===== config.mk =====
export PLATFORM = sky130hd
export DESIGN_NAME = wrme_ctrl
export DESIGN_NICKNAME = d
export VERILOG_FILES = /design/src/windowed_register_machine_execute_unit_defines.svh /design/src/wrme_pkg.sv /design/src/wrme_ctrl.sv
export SDC_FILE = /design/constraint.sdc
export NUM_CORES = 1
export LEC_CHECK = 0
export ABC_AREA = 0
export BUFFER_PORTS_ARGS = -buffer_cell sky130_fd_sc_hd__buf_2
export CAP_MARGIN = 5
export CORE_AREA = 2 2 39 41
export DETAILED_ROUTE_END_ITERATION = 6
export DIE_AREA = 0 0 41 43
export GPL_TIMING_DRIVEN = 0
export PLACE_DENSITY = 0.52
export SETUP_SLACK_MARGIN = 0.05
export SLEW_MARGIN = 20
export SYNTH_ARGS = -nofsm -noshare
export SYNTH_HDL_FRONTEND = slang
export SYNTH_SLANG_ARGS = --single-unit

===== constraint.sdc =====
create_clock -name clk_i -period 1.6 [get_ports clk_i]
set_clock_uncertainty 0.15 [all_clocks]
set_input_delay 0.08 -clock clk_i [delete_from_list [all_inputs] [get_ports clk_i]]
set_output_delay 0.08 -clock clk_i [all_outputs]
set_load 0.02 [all_outputs]

===== src/windowed_register_machine_execute_unit_defines.svh =====
// assertion macros for the windowed register machine execute unit
`ifndef WINDOWED_REGISTER_MACHINE_EXECUTE_UNIT_DEFINES_SVH
`define WINDOWED_REGISTER_MACHINE_EXECUTE_UNIT_DEFINES_SVH

// same-cycle implication, disabled while in reset
`define WRME_ASSERT_NOW(label, ante, cons, msg) \
  label: assert property (@(posedge clk_i) disable iff (!rst_ni) (ante) |-> (cons)) \
    else $error(msg);

// next-cycle implication, disabled while in reset
`define WRME_ASSERT_NEXT(label, ante, cons, msg) \
  label: assert property (@(posedge clk_i) disable iff (!rst_ni) (ante) |=> (cons)) \
    else $error(msg);

`endif


===== src/wrme_pkg.sv =====
// shared constants, codes and types of the windowed register machine execute unit
package wrme_pkg;

  // storage sizes
  localparam int REG_DEPTH   = 1024;
  localparam int RF_AW       = $clog2(REG_DEPTH);
  localparam int HW_W        = $clog2(REG_DEPTH + 1);
  localparam int REG_W       = 8;
  localparam int SUM_W       = ((HW_W > REG_W) ? HW_W : REG_W) + 1;
  localparam int STACK_DEPTH = 64;
  localparam int SK_AW       = $clog2(STACK_DEPTH);
  localparam int SP_W        = $clog2(STACK_DEPTH + 1);
  localparam int MAX_ARGS    = 32;

  // field widths
  localparam int OP_W       = 5;
  localparam int TGT_W      = 12;
  localparam int LEN_W      = 13;
  localparam int PC_W       = LEN_W;
  localparam int POS_W      = 5;
  localparam int DATA_W     = 64;
  localparam int HALF_W     = DATA_W / 2;
  localparam int IDX_W      = 10;
  localparam int ERR_W      = 2;
  localparam int IN_DATA_W  = 112;
  localparam int OUT_DATA_W = 96;
  localparam int CFG_IDX_W  = 4;
  localparam int CFG_DATA_W = 16;

  // opcodes
  localparam logic [OP_W-1:0] OP_MOVREG = 5'd0;
  localparam logic [OP_W-1:0] OP_MOVIMM = 5'd1;
  localparam logic [OP_W-1:0] OP_ADD    = 5'd2;
  localparam logic [OP_W-1:0] OP_SUB    = 5'd3;
  localparam logic [OP_W-1:0] OP_MUL    = 5'd4;
  localparam logic [OP_W-1:0] OP_DIV    = 5'd5;
  localparam logic [OP_W-1:0] OP_MOD    = 5'd6;
  localparam logic [OP_W-1:0] OP_LT     = 5'd7;
  localparam logic [OP_W-1:0] OP_GT     = 5'd8;
  localparam logic [OP_W-1:0] OP_LE     = 5'd9;
  localparam logic [OP_W-1:0] OP_GE     = 5'd10;
  localparam logic [OP_W-1:0] OP_EQ     = 5'd11;
  localparam logic [OP_W-1:0] OP_JZ     = 5'd12;
  localparam logic [OP_W-1:0] OP_JNZ    = 5'd13;
  localparam logic [OP_W-1:0] OP_JMP    = 5'd14;
  localparam logic [OP_W-1:0] OP_ARG    = 5'd15;
  localparam logic [OP_W-1:0] OP_CALL   = 5'd16;
  localparam logic [OP_W-1:0] OP_RET    = 5'd17;

  // stop codes
  localparam logic [ERR_W-1:0] ERR_NONE  = 2'd0;
  localparam logic [ERR_W-1:0] ERR_REG   = 2'd1;
  localparam logic [ERR_W-1:0] ERR_STACK = 2'd2;
  localparam logic [ERR_W-1:0] ERR_DIV0  = 2'd3;

  // configuration register indexes
  localparam logic [CFG_IDX_W-1:0] CFG_ENTRY_PC = 4'd0;
  localparam logic [CFG_IDX_W-1:0] CFG_PROG_LEN = 4'd1;

  // one saved frame
  typedef struct packed {
    logic [PC_W-1:0]  ret_pc;
    logic [HW_W-1:0]  base;
    logic [REG_W-1:0] dst;
    logic             has;
  } frame_t;

  // controller to datapath
  typedef struct packed {
    logic clear;
    logic load;
    logic commit;
    logic mul_start;
    logic mul_step;
    logic div_start;
  } cmd_t;

  // datapath to controller
  typedef struct packed {
    logic clear_last;
    logic long_mul;
    logic long_div;
    logic mul_done;
    logic div_done;
    logic out_free;
  } status_t;

  // raise a high-water mark to one past an absolute index
  function automatic logic [HW_W-1:0] raise_hw(input logic [HW_W-1:0] hw,
                                               input logic [SUM_W-1:0] a);
    logic [SUM_W-1:0] a1;
    a1 = a + 1'b1;
    if (a1 > SUM_W'(hw)) return HW_W'(a1);
    return hw;
  endfunction

endpackage


===== src/wrme_ctrl.sv =====
// controller state machine of the execute unit
module wrme_ctrl (
  input  logic              clk_i,
  input  logic              rst_ni,
  input  logic              in_valid_i,
  input  wrme_pkg::status_t st_i,
  output wrme_pkg::cmd_t    cmd_o,
  output logic              in_ready_o
);
  import wrme_pkg::*;

  localparam logic [2:0] ST_CLEAR = 3'd0;
  localparam logic [2:0] ST_IDLE  = 3'd1;
  localparam logic [2:0] ST_EXEC  = 3'd2;
  localparam logic [2:0] ST_MUL   = 3'd3;
  localparam logic [2:0] ST_DIV   = 3'd4;
  localparam logic [2:0] ST_FIN   = 3'd5;

  logic [2:0] state_q, state_d;

  // next state and commands
  always_comb begin
    cmd_o   = '0;
    state_d = state_q;
    unique case (state_q)
      ST_CLEAR: begin
        cmd_o.clear = 1'b1;
        if (st_i.clear_last) state_d = ST_IDLE;
      end
      ST_IDLE: begin
        if (in_valid_i) begin
          cmd_o.load = 1'b1;
          state_d    = ST_EXEC;
        end
      end
      ST_EXEC: begin
        if (st_i.long_mul) begin
          cmd_o.mul_start = 1'b1;
          state_d         = ST_MUL;
        end else if (st_i.long_div) begin
          cmd_o.div_start = 1'b1;
          state_d         = ST_DIV;
        end else if (st_i.out_free) begin
          cmd_o.commit = 1'b1;
          state_d      = ST_IDLE;
        end
      end
      ST_MUL: begin
        cmd_o.mul_step = 1'b1;
        if (st_i.mul_done) state_d = ST_FIN;
      end
      ST_DIV: begin
        if (st_i.div_done) state_d = ST_FIN;
      end
      ST_FIN: begin
        if (st_i.out_free) begin
          cmd_o.commit = 1'b1;
          state_d      = ST_IDLE;
        end
      end
      default: state_d = ST_IDLE;
    endcase
  end

  assign in_ready_o = (state_q == ST_IDLE);

  // state register
  always_ff @(posedge clk_i or negedge rst_ni) begin
    if (!rst_ni) state_q <= ST_CLEAR;
    else         state_q <= state_d;
  end

endmodule


==> reports/results.ini <==
[place]
place_congestion = 0.704
dpl-instance-area_um2 = 363
port_buffers = 15
place_inst = 64
dpl.hpwl_um = 502
dp_slack_ns = -0.0682

[die]
start_util = 0.184
chipHeight_um = 43
io_pins = 16
rows = 14
core_um2 = 1380
fp.dieW_um = 41
fp.dieArea_um2 = 1760

[timing]
fin_crit_sh = 1.10
slew_headroom = 0.793
finalSetupViolations = 2
timing.hold.ws_ns = 0.0249
rsz0062_at_grt = yes
min_period_ns = 1.76
hold_viol = 0
tns_ns = -0.290
max_freq_mhz = 570
slew_viol_final = 0
tightest_slew_ns = 0.306
timing.final.ws_setup_ns = -0.155

[layout]
multi_input_area_um2 = 199
final_cells = 75
nFillCells = 155
largest_reg_flops = 3
fin_util = 0.363
areaGrowthSynthToFinish_pct = 97.5
fin_area_um2 = 502
seq_area_um2 = 76.3
layout.nets = 69
n_antenna_cell = 0
top_register = state_q
drive_above_1_share = 0.593
top_regs = state_q (3)

[grt]
grt_pass1_vias = 284
grt_first_pass_wirelength_mm = 1.08
overflow = 0
antenna_found_initial = 0
grt.total_usage = 0.0966
grt_start_max_net_pins = 11

[drt]
avgViaCountPerCell = 4.49
wl_per_cell_um = 10.2
wl_met2_um = 355
met3WireLength_um = 68
wl_met1_um = 338
maxUsedRoutingLayer = met3
firstDrtPassIters = 4
routed_wirelength_um = 762
dr_total_vias = 337
ant_nets = 0
drtIter0Drc = 5
drc_errors = 0

[worst_setup_path]
reg2reg_slack_ns = 0.10
end_kind = output pin
cp.required_ns = 1.37
worstReg2RegEnd = state_q[0]
path_class = register to output pin
worstPathArrival_ns = 1.53
crit_fanout = 3
timing.rr.start = state_q[0]
start_kind = register
worst_r2r_path_depth = 4

[clock_network]
root_buffer = clkbuf_4
clockBufferDepth = 2
cts.sinks = 3
insertion_delay_ns = 0.23
clk_pin_slew_worst_paths_ns = 0.04
tritoncts = yes
numCtsBuffers = 3
htreeDepth = 1

[yosys]
syn_area_per_cell_um2 = 7.70
syn_nets = 42
synth_cells = 33
yosysWarnings = 0
ys_seq_elements = 3
synthesis.area_um2 = 254
synth-seq-area-share = 0.296
synth.distinct_cells = 19

[run_status]
status = complete, but fails checks
violations = negative setup slack

[power]
vdd_ir_drop_max_uv = 927
powerDensity_nw_per_um2 = 1850
p_leak_nw = 0.238
total_power_uw = 928

[run]
maxCapViolCount = 0

[hold_path]
hold_class = input pin to asynchronous set/reset pin

## final cells by class
| cell class | count | share of cell area |
|---|---|---|
| multi-input combinational | 26 | 0.397 |
| timing repair buffer | 23 | 0.322 |
| sequential | 3 | 0.152 |
| clock buffer | 4 | 0.0524 |
| tap | 16 | 0.0399 |
| buffer | 1 | 0.0224 |
| inverter | 2 | 0.0150 |
## cell usage after synthesis
| library cell | count | area, um^2 |
|---|---|---|
| o21ai_0 | 1 | 5.00 |
| a21oi_1 | 4 | 20.0 |
| nor2b_1 | 1 | 6.26 |
| o2bb2ai_1 | 1 | 8.76 |
| a211o_2 | 1 | 10.0 |
| inv_1 | 2 | 7.51 |
| o31a_1 | 1 | 8.76 |
| nor3_1 | 2 | 10.0 |
| nand2_1 | 3 | 11.3 |
| buf_2 | 1 | 5.00 |
| o311ai_0 | 1 | 8.76 |
| nor3b_1 | 1 | 7.51 |
| dfrtp_1 | 3 | 75.1 |
| or4b_4 | 1 | 13.8 |
| nor2_1 | 5 | 18.8 |
| nand2b_1 | 1 | 6.26 |
| and2_1 | 2 | 12.5 |
| o21a_1 | 1 | 7.51 |
| buf_6 | 1 | 11.3 |
## cells in the final DEF, fill, tap and decap left out
cell,instances
a211o_2,1
a21oi_1,3
a21oi_2,1
and2_1,1
and2_4,1
buf_2,11
buf_4,7
buf_6,4
clkbuf_1,1
clkbuf_4,3
dfrtp_1,2
dfrtp_2,1
dlygate4sd3_1,2
inv_1,2
nand2_1,3
nand2b_4,1
nor2_1,4
nor2_4,1
nor2b_1,1
nor3_1,1
nor3_4,1
nor3b_2,1
o21a_1,1
o21ai_0,1
o2bb2ai_2,1
o311ai_0,1
o31a_1,1
or4b_4,1
## routing by layer
layer,up-vias,GRT usage
li1,171,-
met4,0,0.0800
met2,17,0.116
met1,149,0.123
met5,-,0
met3,0,0.0471
## power breakdown
| group | leakage [nW] | internal [mW] | switching, mW | total (mW) |
|---|---|---|---|---|
| clock | 0.0150 | 0.0935 | 0.0401 | 0.134 |
| sequential | 0.0354 | 0.116 | 0.0347 | 0.151 |
| combinational | 0.187 | 0.321 | 0.322 | 0.643 |
| total | 0.238 | 0.531 | 0.397 | 0.928 |
## what timing repair did
action | CTS | global route
endpoints found under the hold margin | 4 | 0
pin swaps | 4 | 4
hold buffers | 2 | 0
setup buffers | 2 | 4
gates resized for setup | 12 | 4
setup endpoints to repair | 2 | 5
## worst max-delay path: stages, from the launching register on
cell       delay, ns
dfrtp_1         0.39
or4b_4          0.53
o2bb2ai_2       0.12
and2_4          0.15
buf_6           0.10
## kinds of logic after synthesis
family / count (synthesis) / synth area share
compound gates: 10 / 0.271
buf+inv: 4 / 0.0936
flops: 3 / 0.296
simple gates: 16 / 0.340
## how the worst max path moves through the flow
stage	endpoint	cells after the start	slack, ns	from
2_1_floorplan	cmd_o[0]	3	0.04	state_q[2]
3_3_place_gp	cmd_o[3]	5	-0.06	state_q[2]
3_5_place_dp	cmd_o[3]	5	-0.07	state_q[2]
4_1_cts	cmd_o[3]	5	-0.21	state_q[2]
5_1_grt	cmd_o[3]	4	-0.22	state_q[2]
6_report	cmd_o[3]	4	-0.16	state_q[0]
No activity file was read; power rests on OpenSTA's default activity.
